### config.mk
export PLATFORM = sky130hd
export DESIGN_NAME = tbp_front
export DESIGN_NICKNAME = d
export VERILOG_FILES = /design/src/rtl/core/tbp_pkg.sv /design/src/rtl/core/tbp_front.sv
export SDC_FILE = /design/constraint.sdc
export NUM_CORES = 1
export LEC_CHECK = 0
export ABC_AREA = 1
export BUFFER_PORTS_ARGS = -buffer_cell sky130_fd_sc_hd__buf_2
export CORE_UTILIZATION = 38
export CTS_CLUSTER_DIAMETER = 60
export DETAILED_ROUTE_END_ITERATION = 10
export PLACE_DENSITY = 0.75
export SYNTH_ARGS = -nofsm -noshare
export SYNTH_HDL_FRONTEND = slang
export SYNTH_SLANG_ARGS = --single-unit
### constraint.sdc
create_clock -name i_clk -period 1.1 [get_ports i_clk]
set_input_delay 0.22 -clock i_clk [delete_from_list [all_inputs] [get_ports i_clk]]
set_output_delay 0.22 -clock i_clk [all_outputs]
set_load 0.05 [all_outputs]
### src/rtl/core/tbp_pkg.sv
// ============================================================================
// Tournament branch predictor package
// Shared types, sizes and counter helpers for the predictor block.
// ============================================================================
package tbp_pkg;

    // Table geometry. Every table has one 2-bit counter per entry.
    localparam int TABLE_ENTRIES = 2048;
    localparam int IDX_W         = $clog2(TABLE_ENTRIES);

    // Global history: at most HIST_W bits, length set by a 4-bit register.
    localparam int HIST_W = 11;
    localparam int HB_W   = 4;
    localparam logic [HB_W-1:0] HB_RESET = HB_W'(HIST_W);

    // Width used to combine address bits and history before indexing.
    localparam int XW = (IDX_W > HIST_W) ? IDX_W : HIST_W;

    // Two-bit saturating counters.
    localparam int CTR_W = 2;
    localparam logic [CTR_W-1:0] CTR_MAX        = 2'b11;
    localparam logic [CTR_W-1:0] CTR_MIN        = 2'b00;
    localparam logic [CTR_W-1:0] CTR_PRED_RESET = 2'b11;
    localparam logic [CTR_W-1:0] CTR_SEL_RESET  = 2'b00;

    // Running count of correct predictions.
    localparam int CNT_W = 32;
    localparam logic [CNT_W-1:0] CNT_MAX = '1;

    // Queue between the front and back parts, and the result buffer.
    localparam int QUEUE_DEPTH = 4;
    localparam int QPTR_W      = $clog2(QUEUE_DEPTH);
    localparam int QCNT_W      = $clog2(QUEUE_DEPTH + 1);

    typedef struct packed {
        logic [31:0] branch_address;
        logic        taken;
    } t_branch;

    typedef struct packed {
        logic             predicted_taken;
        logic             gshare_prediction;
        logic             bimodal_prediction;
        logic             chose_bimodal;
        logic             prediction_correct;
        logic [CNT_W-1:0] correct_total;
    } t_result;

    // Classified branch handed from the front part to the back part.
    typedef struct packed {
        logic [IDX_W-1:0] g_idx;
        logic [IDX_W-1:0] b_idx;
        logic             taken;
    } t_req;

    // Step a counter one place toward the outcome, saturating at both ends.
    function automatic logic [CTR_W-1:0] ctr_train(input logic [CTR_W-1:0] c,
                                                   input logic up);
        logic [CTR_W-1:0] r;
        if (up) begin
            r = (c == CTR_MAX) ? CTR_MAX : c + CTR_W'(1);
        end else begin
            r = (c == CTR_MIN) ? CTR_MIN : c - CTR_W'(1);
        end
        return r;
    endfunction

    // Mask with the low hb bits set.
    function automatic logic [HIST_W-1:0] hist_mask(input logic [HB_W-1:0] hb);
        logic [HIST_W-1:0] m;
        m = '0;
        for (int i = 0; i < HIST_W; i++) begin
            m[i] = (HB_W'(i) < hb);
        end
        return m;
    endfunction

endpackage

### src/rtl/core/tbp_front.sv
// ============================================================================
// Predictor front part
// Holds the history length register and the global history, accepts
// resolved branches and turns each into table indices.
// ============================================================================
module tbp_front import tbp_pkg::*; (
    input  logic            i_clk,
    input  logic            i_rst_n,
    input  logic            i_cfg_wr_en,
    input  logic [HB_W-1:0] i_cfg_wr_data,
    input  logic            i_br_valid,
    output logic            o_br_ready,
    input  t_branch         i_br,
    input  logic            i_q_ready,
    input  logic            i_clearing,
    output logic            o_q_push,
    output t_req            o_q_data
);

    logic [HB_W-1:0]   r_history_bits;
    logic [HIST_W-1:0] r_hist;
    logic [HIST_W-1:0] n_hist;
    logic [HB_W-1:0]   hb_eff;
    logic [IDX_W-1:0]  b_idx;
    logic [XW-1:0]     g_mix;
    logic              accept;

    assign o_br_ready = i_q_ready && !i_clearing;
    assign accept     = i_br_valid && o_br_ready;

    // Lengths above the history width behave as the full width.
    assign hb_eff = (r_history_bits > HB_W'(HIST_W)) ? HB_W'(HIST_W) : r_history_bits;

    assign b_idx = i_br.branch_address[IDX_W-1:0];
    assign g_mix = XW'(b_idx) ^ XW'(r_hist);
    assign n_hist = {r_hist[HIST_W-2:0], i_br.taken} & hist_mask(hb_eff);

    assign o_q_push       = accept;
    assign o_q_data.g_idx = g_mix[IDX_W-1:0];
    assign o_q_data.b_idx = b_idx;
    assign o_q_data.taken = i_br.taken;

    always_ff @(posedge i_clk) begin
        if (!i_rst_n) begin
            r_history_bits <= HB_RESET;
            r_hist         <= '0;
        end else begin
            if (i_cfg_wr_en) begin
                r_history_bits <= i_cfg_wr_data;
            end
            if (accept) begin
                r_hist <= n_hist;
            end
        end
    end

endmodule

Word-level counts from Yosys, hierarchy flattened --
Index checks and enable logic that the tools add are counted.
Storage, ports and cells: logic and storage cells 20, input bits 43, output and inout port bits 25, register bits after elaboration 15
Cells by class: mux-type cells 1, bitwise operators 2, reductions and logical operators 3, $lt $le $gt $ge 12
Operators by type and width (number):
- $lt 3x4->1 const A | 4
- $lt 4x4->1 const A | 3
- $and 11x11->11 | 1
- $xor 11x11->11 | 1
- $lt 1x4->1 const A | 2
- $lt 2x4->1 const A | 2
- $gt 4x4->1 const B | 1
- $mux 4 | 1
- $logic_and 1x1->1 | 2
- $logic_not 1->1 | 1

Longest topological paths before layout --
depth after elaboration 4, mapped depth 7, mapped depth without buffers 6

Least setup slack after synthesis --
Ideal clock, no wire load.
path type register -> output, start point reg r_hist[6], end point out o_q_data[18] (netlist bit), setup slack -0.248 ns, data arrival time 1.128 ns, cell stages (with the launch flop) 2, data required time 0.880 ns, buffers on the path 0, cell sequence dfxtp_1 xor2_1
RTL lines:
- start: declaration | RTL line tbp_front.sv:21 | logic [HIST_W-1:0] r_hist;
- start signal: assignment | RTL line tbp_front.sv:52 | r_hist <= n_hist;
- end: declaration | RTL line tbp_front.sv:17 | output t_req o_q_data

==> results.cfg <==
[status]
status = complete, but fails checks
violations = setup timing

[clock_tree]
clock-sinks = 15
clkLatencyLatePin_ps = 280
cts_inserted_buffers = 3
cts_tree = built
clock_tree.buffer_depth = 2
clock-root-buffer = sky130_fd_sc_hd__clkbuf_4
clk_pin_slew_ps = 80
h-tree-depth = 1

[power_and_ir_drop]
worst_ir_drop_vdd_mv = 0.931
static-leakage-power_nw = 0.619
netSwitchingFraction_pct = 37.9
power.share.clock_pct = 21.0
p_per_area_nw_per_um2 = 1100
pwr-share-comb_pct = 37.8
p_seq_share_pct = 41.1
p_int_w = 0.000896
net_sw_power_w = 0.000548

[setup_path]
arrival_ps = 960
setup.worst_path.start_class = flop
rr_worst_depth = 6
critical_path.cell_chain = xor2_2, buf_6
worstPathBufferInverterCount = 1
timing.setup.critical_path_class = flop to primary output
worst-path-max-fanout = 2
required_ps = 880
slowest_delay_ps = 340
worst_path_dominant_cell_family = flip-flops
r2r-start = r_history_bits[2]
worst_path_cell_with_the_longest_stage_delay = sky130_fd_sc_hd__dfxtp_2
worst_setup_path_end_kind = primary output
worstReg2RegEnd = r_hist[2]
reg2reg_setup_slack_ps = 120

[placement]
detailedPlacementHpwl_um = 1490
dpl_cell_area_um2 = 1130
port-buffer-count = 46
gpl.final_weighted_congestion = 0.864
placedCellCount = 173
placement.setup.worst_slack_ps = 72.4

[min_path]
hold_class = input pin to flop
worstHoldPathCells = 3
worst_hold_startpoint = i_cfg_wr_data[0]
hold-path-endpoint = r_history_bits[0]

[die]
start_util_pct = 41.9
die_area_um2 = 2440
die_h_um = 49.4
top_level_ports = 68
rows = 16
dieWidth_um = 49.4
core_region_area_um2 = 2040

[synth]
synthesis.area_per_instance_um2 = 7.84
number_of_different_library_cells_in_the_post_synthesis_netlist = 19
synthesis.instances = 109
ys_seq_area_share_pct = 35.1
ys_seq_elements = 15
mappedNetlistNets = 152
syn_area_um2 = 855
ys_warns = 0

[sta]
finClkSkew_ps = 2.17
post-route-min-period_ps = 1180
final_hold_viol_count = 0
timing.final.max_slew_violations = 0
unrepaired_setup_endpoints_after_global_routing = true
maxSlewHeadroom_pct = 83.3
finalSetupViolCount = 11
max_slew.worst_pin.slew_ps = 252
worst_slack_ps = -80.2
hold_slack_ps = 156
finalCritPeriodShare_pct = 107
achievable_frequency_mhz = 847

[global_routing]
largest_net_degree_at_the_start_of_global_routing = 10
first_global_vias = 780
track_usage_pct = 16.8
grt_antenna_before_repair = 0
grt_overflow = 0
grt_first_pass_wirelength_um = 3190

[finish]
postLayoutCellArea_um2 = 1310
layoutNonFillerInstCount = 186
most-common-layout-cells = sky130_fd_sc_hd__buf_2, sky130_fd_sc_hd__buf_4, sky130_fd_sc_hd__a21oi_1, sky130_fd_sc_hd__nand2_1
fillerInstances = 189
drive_gt1_share_pct = 63.5
final_layout_net_count = 203
antenna_cells = 0
area_growth_pct = 53.1
final_common_cell = sky130_fd_sc_hd__buf_2
final-seq-area_um2 = 318
multi_input_comb_area_um2 = 490

[route]
first_pass_iters = 4
avgViaCountPerCell = 4.64
overall_routed_net_length_um = 1960
wl_per_cell_um = 10.5
final_antenna_net_count = 0
post-route-drc-count = 0
route.vias.total = 863
detailedRoute.firstIterationViolations = 20

[flow_run]
maxcap_violations = 0
-- state kept, by name, indices dropped and copies added (netlist names) --
signal and cells:
r_history_bits 4, r_hist 11
-- stage by stage --
step | setup TNS (ps) | power, W | util (%)
finish | -738 | 0.00144 | 64.1
CTS | -796 | 0.00145 | 64.0
floorplan | -1.46 | 0.000976 | -
global route | -1210 | 0.00151 | 64.1
detailed placement | 0 | 0.00108 | 55.3
global placement | 0 | 0.00107 | 55.3
-- Yosys cell counts --
| master | number | area share [%] |
|---|---|---|
| sky130_fd_sc_hd__nor2_1 | 9 | 4.0 |
| sky130_fd_sc_hd__o21ai_0 | 8 | 4.7 |
| sky130_fd_sc_hd__inv_4 | 1 | 0.73 |
| sky130_fd_sc_hd__o21ai_1 | 5 | 2.9 |
| sky130_fd_sc_hd__xor2_1 | 11 | 11 |
| sky130_fd_sc_hd__nand3_4 | 1 | 2.1 |
| sky130_fd_sc_hd__nand3_1 | 4 | 2.3 |
| sky130_fd_sc_hd__inv_2 | 5 | 2.2 |
| sky130_fd_sc_hd__dfxtp_1 | 15 | 35 |
| sky130_fd_sc_hd__a21oi_1 | 13 | 7.6 |
| sky130_fd_sc_hd__buf_8 | 1 | 1.8 |
| sky130_fd_sc_hd__nand2_1 | 12 | 5.3 |
| sky130_fd_sc_hd__inv_1 | 3 | 1.3 |
| sky130_fd_sc_hd__nor2_2 | 1 | 0.73 |
| sky130_fd_sc_hd__nand4_1 | 1 | 0.73 |
| sky130_fd_sc_hd__buf_4 | 13 | 11 |
| sky130_fd_sc_hd__nand2_2 | 2 | 1.5 |
| sky130_fd_sc_hd__nand3_2 | 2 | 2.3 |
| sky130_fd_sc_hd__a21oi_2 | 2 | 2.1 |
-- logic make-up (layout without fill, tap and decap cells) --
| family | after synthesis | in the layout | share of synthesized area (%) |
|---|---|---|---|
| flip-flops | 15 | 15 | 35.1 |
| buffers and inverters | 23 | 73 | 17.4 |
| XOR/XNOR | 11 | 11 | 11.3 |
| AND/OR/NAND/NOR | 32 | 32 | 18.9 |
| AO/OA/AOI/OAI | 28 | 28 | 17.3 |
-- routing by layer --
layer  global-route usage [%]  share of wire, %  vias up
li1                         -                 -      432
met1                     18.2                39      399
met2                     31.7                56       30
met3                     4.67               5.1        2
met4                     4.29              0.41        0
met5                        0                 0        -
-- power by group through the flow --
stage	sequential (W)	clock (W)	combinational [W]
2_1_floorplan	0.000600	0	0.000376
3_3_place_gp	0.000607	0	0.000466
3_5_place_dp	0.000608	0	0.000475
4_1_cts	0.000593	0.000307	0.000547
5_1_grt	0.000597	0.000338	0.000575
6_report	0.000594	0.000304	0.000546
-- worst min-delay path: stages --
cell,delay [ps]
sky130_fd_sc_hd__buf_2,70
sky130_fd_sc_hd__a21oi_1,50
sky130_fd_sc_hd__o21ai_0,60
-- worst max path at each step --
stage | startpoint | depth (start not counted) | endpoint
2_1_floorplan | r_hist[6] | 1 | o_q_data[18]
3_3_place_gp | r_hist[7] | 2 | o_q_data[19]
3_5_place_dp | r_history_bits[3] | 6 | r_hist[6]
4_1_cts | r_hist[7] | 2 | o_q_data[19]
5_1_grt | r_hist[7] | 2 | o_q_data[19]
6_report | r_hist[10] | 2 | o_q_data[22]
-- timing repair --
action	4_1_cts	5_1_grt
resized for setup	34	1
buffers inserted	9	0
hold buffers	0	0
endpoints found under the setup margin	11	13
cloned	0	0
pin swaps	1	0
-- area by class of cell --
cell class / instances / share of cell area (%)
multi-input combinational: 71 / 37.5
sequential: 15 / 24.3
timing repair buffer: 60 / 30.9
clock buffer: 4 / 2.01
tap: 27 / 2.58
inverter: 9 / 2.77
Note: power is estimated with default switching activity, not from simulation.
