$ cat config.mk
export PLATFORM = sky130hd
export DESIGN_NAME = tbp_queue
export DESIGN_NICKNAME = d
export VERILOG_FILES = /design/src/rtl/core/tbp_pkg.sv /design/src/rtl/core/tbp_queue.sv
export SDC_FILE = /design/constraint.sdc
export NUM_CORES = 1
export LEC_CHECK = 0
export BUFFER_PORTS_ARGS = -buffer_cell sky130_fd_sc_hd__buf_2
export CAP_MARGIN = 20
export CORE_ASPECT_RATIO = 0.75
export CORE_UTILIZATION = 55
export CTS_CLUSTER_DIAMETER = 80
export CTS_CLUSTER_SIZE = 40
export DETAILED_ROUTE_END_ITERATION = 12
export PLACE_DENSITY = 0.85
export SLEW_MARGIN = 40
export SYNTH_ARGS = -nofsm -noshare
export SYNTH_HDL_FRONTEND = slang
export SYNTH_SLANG_ARGS = --single-unit
$ cat constraint.sdc
create_clock -name i_clk -period 3.74 [get_ports i_clk]
set_input_delay 0.187 -clock i_clk [delete_from_list [all_inputs] [get_ports i_clk]]
set_output_delay 0.187 -clock i_clk [all_outputs]
set_load 0.01 [all_outputs]
$ cat src/rtl/core/tbp_pkg.sv
// ============================================================================
// Tournament branch predictor package
// Shared types, sizes and counter helpers for the predictor block.
// ============================================================================
package tbp_pkg;

    // Table geometry. Every table has one 2-bit counter per entry.
    localparam int TABLE_ENTRIES = 2048;
    localparam int IDX_W         = $clog2(TABLE_ENTRIES);

    // Global history: at most HIST_W bits, length set by a 4-bit register.
    localparam int HIST_W = 11;
    localparam int HB_W   = 4;
    localparam logic [HB_W-1:0] HB_RESET = HB_W'(HIST_W);

    // Width used to combine address bits and history before indexing.
    localparam int XW = (IDX_W > HIST_W) ? IDX_W : HIST_W;

    // Two-bit saturating counters.
    localparam int CTR_W = 2;
    localparam logic [CTR_W-1:0] CTR_MAX        = 2'b11;
    localparam logic [CTR_W-1:0] CTR_MIN        = 2'b00;
    localparam logic [CTR_W-1:0] CTR_PRED_RESET = 2'b11;
    localparam logic [CTR_W-1:0] CTR_SEL_RESET  = 2'b00;

    // Running count of correct predictions.
    localparam int CNT_W = 32;
    localparam logic [CNT_W-1:0] CNT_MAX = '1;

    // Queue between the front and back parts, and the result buffer.
    localparam int QUEUE_DEPTH = 4;
    localparam int QPTR_W      = $clog2(QUEUE_DEPTH);
    localparam int QCNT_W      = $clog2(QUEUE_DEPTH + 1);

    typedef struct packed {
        logic [31:0] branch_address;
        logic        taken;
    } t_branch;

    typedef struct packed {
        logic             predicted_taken;
        logic             gshare_prediction;
        logic             bimodal_prediction;
        logic             chose_bimodal;
        logic             prediction_correct;
        logic [CNT_W-1:0] correct_total;
    } t_result;

    // Classified branch handed from the front part to the back part.
    typedef struct packed {
        logic [IDX_W-1:0] g_idx;
        logic [IDX_W-1:0] b_idx;
        logic             taken;
    } t_req;

    // Step a counter one place toward the outcome, saturating at both ends.
    function automatic logic [CTR_W-1:0] ctr_train(input logic [CTR_W-1:0] c,
                                                   input logic up);
        logic [CTR_W-1:0] r;
        if (up) begin
            r = (c == CTR_MAX) ? CTR_MAX : c + CTR_W'(1);
        end else begin
            r = (c == CTR_MIN) ? CTR_MIN : c - CTR_W'(1);
        end
        return r;
    endfunction

    // Mask with the low hb bits set.
    function automatic logic [HIST_W-1:0] hist_mask(input logic [HB_W-1:0] hb);
        logic [HIST_W-1:0] m;
        m = '0;
        for (int i = 0; i < HIST_W; i++) begin
            m[i] = (HB_W'(i) < hb);
        end
        return m;
    endfunction

endpackage

$ cat src/rtl/core/tbp_queue.sv
// ============================================================================
// Front-to-back queue
// Small first-in first-out buffer of classified branches.
// ============================================================================
module tbp_queue import tbp_pkg::*; (
    input  logic i_clk,
    input  logic i_rst_n,
    input  logic i_push,
    input  t_req i_data,
    output logic o_ready,
    input  logic i_pop,
    output logic o_valid,
    output t_req o_data
);

    t_req              r_mem [QUEUE_DEPTH];
    logic [QPTR_W-1:0] r_wr_ptr;
    logic [QPTR_W-1:0] r_rd_ptr;
    logic [QCNT_W-1:0] r_count;
    logic              do_push;
    logic              do_pop;

    assign o_ready = (r_count != QCNT_W'(QUEUE_DEPTH));
    assign o_valid = (r_count != '0);
    assign o_data  = r_mem[r_rd_ptr];
    assign do_push = i_push && o_ready;
    assign do_pop  = i_pop && o_valid;

    always_ff @(posedge i_clk) begin
        if (!i_rst_n) begin
            r_wr_ptr <= '0;
            r_rd_ptr <= '0;
            r_count  <= '0;
        end else begin
            if (do_push) begin
                r_wr_ptr <= r_wr_ptr + QPTR_W'(1);
            end
            if (do_pop) begin
                r_rd_ptr <= r_rd_ptr + QPTR_W'(1);
            end
            r_count <= r_count + QCNT_W'(do_push) - QCNT_W'(do_pop);
        end
    end

    always_ff @(posedge i_clk) begin
        if (do_push) begin
            r_mem[r_wr_ptr] <= i_data;
        end
    end

endmodule

### Word-level counts from Yosys, hierarchy flattened

Memories as Yosys holds them, arrays and structs flattened. A register that Yosys moved wholly into a read port is not among the register bits.
Cells that the tools add are included.

| storage, ports and cells | value |
|---|---|
| bits in registers | 7 |
| memory bits (writable) | 92 |
| input bits | 27 |
| memories kept | 1 |

Memory list:

| memory | words | bits a word | read ports | clocked after Yosys merged registers in | wr ports | line | source |
|---|---|---|---|---|---|---|---|
| r_mem | 4 | 23 | 1 | 1 | 1 | tbp_queue.sv:16 | `t_req r_mem [QUEUE_DEPTH];` |

| operators by class | value |
|---|---|
| $add $sub $neg | 4 |
| equal/unequal tests | 1 |
| mux-type cells | 4 |
| reductions and logical operators | 3 |

Operator list:

| cell | count |
|---|---|
| adder 2 x 1 -> 2 bit (second input constant) | 2 |
| 2-to-1 mux 2 bit | 2 |
| adder 3 x 1 -> 3 bit | 1 |
| inequality test 3 bit (second input constant) | 1 |
| nonzero test 3 bit | 1 |
| subtractor 3 x 1 -> 3 bit | 1 |
| logical AND 1 bit | 2 |
| 2-to-1 mux 1 bit | 2 |

### Depth between registers and ports, before layout

| depth | value |
|---|---|
| depth in word-level cells | 4 |
| gate-level depth with buffers | 11 |
| depth with buffers taken out | 11 |

### Least setup slack after synthesis

OpenSTA, ideal clock, no wires.

| path | value |
|---|---|
| path kind | register to register |
| start | reg r_count[1] |
| end | reg r_count[2] |
| setup time | 0.115 ns |
| data arrival time | 2.104 ns |
| data required time | 3.625 ns |
| path slack | 1.521 ns |
| cell stages (with the launch flop) | 12 |
| clock period less this slack | 2.219 ns |
| cell sequence | dfxtp_1 nor2_1 a21boi_2 inv_1 ha_1 inv_1 ha_1 inv_1 fa_1 xnor2_1 xnor2_1 and2_1 |

| on the way | value |
|---|---|
| word-level cells in the longest chain between the ends | 4 |
| elaborated cells on any way between the ends | 6 |

RTL lines:

| element | line | source |
|---|---|---|
| start, declared | tbp_queue.sv:19 | `logic [QCNT_W-1:0] r_count;` |
| start signal, assigned | tbp_queue.sv:41 | `r_count <= r_count + QCNT_W'(do_push) - QCNT_W'(do_pop);` |
| inequality test 3 bit | tbp_queue.sv:23 | `assign o_ready = (r_count != QCNT_W'(QUEUE_DEPTH));` |
| logical AND 1 bit | tbp_queue.sv:26 | `assign do_push = i_push && o_ready;` |
| adder 3 x 1 -> 3 bit | tbp_queue.sv:41 |  |
| subtractor 3 x 1 -> 3 bit (*) | tbp_queue.sv:41 |  |

Mark *: on every way between the ends. The rest lies on a longest branch, timed or not.
A chain may end at the register's enable or synchronous reset.

### Worst setup path after layout

Ends and elaborated chain as after synthesis.

==> results by group <==
STA
  • Max-slew violations: 0
  • Clk_skew: around 8 ps
  • Tightest Pin Transition: ~620 ps
  • Achievable Freq: about 0.42 GHz
  • Tcrit/Tclk final: 64.2%
  • Final Hold Fails: 0
  • Setup Viol. Count Final: 0
  • Min Hold Slack: about 36 ps
  • Tmin final: about 2400 ps
  • RSZ-0062 raised after global routing: false
  • Max-slew headroom: 58.7%
  • Setup TNS: 0 ps

Clock tree
  • Max clock buf depth: 2
  • Setup bufs post-CTS: 0
  • Clk root buf: clkbuf_8
  • Post-CTS sizing: 0
  • Hold buffers post-CTS: 0
  • CTS Buf Count: 9
  • Htree depth: 3
  • CTS tree: built
  • Sink Count: slightly above 100
  • Worst-skew pair later-pin latency: 360 ps
  • CTS clk-pin slew, worst paths: around 90 ps

Placed design
  • PortBufs: between 50 and 60
  • Area after DPL: 0.00414 mm²
  • Routability congestion estimate: ~0.76
  • HPWL after DPL: roughly 3.5 mm

Global routing
  • Grt ovf: 0
  • Initial antenna violation count: 0
  • Vias in the first global route: about 1,700
  • Largest net degree at the start of global routing: 24
  • First-pass GRT wire length: between 8 and 9 mm
  • All-Layer GR Usage: between 10% and 20%

Hold path
  • Min-Delay Path Class: input pin to flop
  • Worst Min Path Start: i_data[18]

Synth
  • Largest family of logic cells by synthesized area: multiplexers
  • Yosys reg bits: a little over 100
  • Synth Area in Adders: under 10%
  • Compound-gate portion of the synthesized area: less than 1%
  • YS warnings: 0
  • Synth unique cells: 21
  • Synth Net Count: ~200
  • Avg Inst Size Synth: around 23 µm²
  • Simple-Gate Fraction of Synth Area: ~2.4%
  • Post-Synth XOR/XNOR Area: less than 1%
  • Post-synthesis sequential area ratio: 76.8%
  • Post-Syn Instances: between 150 and 200
  • Post-synthesis mux area share: around 14%
  • Cell Area, Synth: 0.00383 mm²

Detailed routing
  • Detailed Route WL: around 5.6 mm
  • DRT Pass-1 Iters: 8
  • DRT antenna net count: 0
  • Initial DRC count: 84
  • WL per Instance: between 15 and 20 µm
  • Via density: approximately 5.5
  • Post-route DRC: 4
  • Via count: between 1,500 and 2,000

Cells and area
  • Most common cell after layout, fill and taps aside: edfxtp_1
  • Multi-input gate area: around 800 µm²
  • Sequential cell area: between 0.002 and 0.003 mm²
  • Final instance area: between 0.004 and 0.005 mm²
  • Share of post-route cells with drive strength above 1: 41.3%
  • Area Growth Syn to Fin: 13.2%
  • Fill cell count: 424
  • Commonest non-fill, non-tap cells in the layout: edfxtp_1 (92), buf_2 (51), mux4_2 (20)
  • Nets: between 200 and 300
  • Antenna Cells: 0

Setup path
  • Arr. time, crit path: around 2700 ps
  • Setup CP Type: flop to flop
  • Crit path required time: approximately 4000 ps
  • Crit. End Element: flop
  • R2r startpoint: r_count[1]$_SDFF_PN0_
  • Worst Setup SP: r_count[1]$_SDFF_PN0_
  • CP Max Fanout: 7
  • Nature of the critical path startpoint: flop

Die
  • Die W: 98.4 µm
  • Std cell rows: 25
  • Initial Util: between 50% and 60%
  • Core box area: ~0.0065 mm²
  • Die height: 74.3 µm
  • # IOs: 52
  • Die area: approximately 0.0073 mm²

Run status
  • Outcome: complete, but fails checks
  • Violated checks: design-rule violations

Power and ir drop
  • PwrDens: between 600 and 700 mW/mm²
  • Largest vdd supply drop: approximately 0.34 mV
  • Static Leakage: ~1.5 nW
  • Final Power: between 2 and 3 mW

Job
  • Max Cap Viol: 0
power breakdown:
group | switching [mW] | internal, mW
logic | 0.279 | 0.330
clock network | 0.348 | 0.311
registers | 0.124 | 1.38
kinds of logic after synthesis:
group	count (synthesis)
flip-flops	101
multiplexers	25
AND/OR/NAND/NOR	17
buffers and inverters	11
adder cells (fa/ha/maj)	7
XOR/XNOR	4
AO/OA/AOI/OAI	3
cells in the mapped netlist:
cell type	count	area, µm²
nand2_1	5	18.8
buf_12	2	40.0
clkbuf_1	1	3.75
and2_1	7	43.8
nor2_1	1	3.75
buf_6	1	11.3
mux2i_1	2	20.0
mux4_1	3	78.8
a21boi_2	1	11.3
buf_2	2	10.0
or3_1	1	6.26
edfxtp_1	92	2760
o311ai_2	1	16.3
xnor2_1	4	35.0
o31a_1	1	8.76
ha_1	6	75.1
nor2b_1	3	18.8
mux4_2	20	450
dfxtp_1	9	180
inv_1	5	18.8
fa_1	1	20.0
layer usage:
metal,vias up,global-route usage (%),wire length (µm)
li1,791,-,-
met1,849,21.6,2450
met2,58,27.8,2780
met3,5,6.48,340
met4,0,6.80,48
met5,-,0,0
through the flow:
stage | setup WS, ps | util (%) | std cells
4_1_cts | 1330 | 66.6 | 311
3_3_place_gp | 1430 | 63.5 | 295
5_1_grt | 1190 | 66.7 | 311
6_report | 1340 | 66.7 | 311
2_1_floorplan | 1520 | - | 168
3_5_place_dp | 1340 | 63.6 | 295
registers in the layout, indices dropped and copies added (netlist names), named ones only:
name      cells
r_count       3
r_mem        92
r_rd_ptr      2
r_wr_ptr      2
final cells by class:
| type | count | area share [%] |
|---|---|---|
| flip-flops and latches | 101 | 68.0 |
| multi-input cells | 56 | 18.7 |
| inverters | 5 | 0.433 |
| clock buffers | 9 | 2.86 |
| clock inverters | 7 | 1.67 |
| well taps | 81 | 2.34 |
| repair buffers | 52 | 6.06 |
critical path, stage by stage, from the launching register on:
cell and delay [ps]:
dfxtp_1 480, nor2_1 130, a21boi_2 300, inv_1 80, ha_1 290, inv_1 50, ha_1 120, inv_1 50
fa_1 380, xnor2_1 150, xnor2_1 130, and2_1 150
final timing paths:
kind / to / slack [ps] / cells past startpoint
worst max-delay path: r_count[2]$_SDFF_PN0_ / 1340 / 11
worst max register to register: r_count[2]$_SDFF_PN0_ / 1340 / 11
worst min register to register: r_wr_ptr[1]$_SDFFE_PN0P_ / 510 / 2
worst min-delay path: r_mem[0][18]$_DFFE_PP_ / 40 / 1
Note: power is estimated with default switching activity, not from simulation.
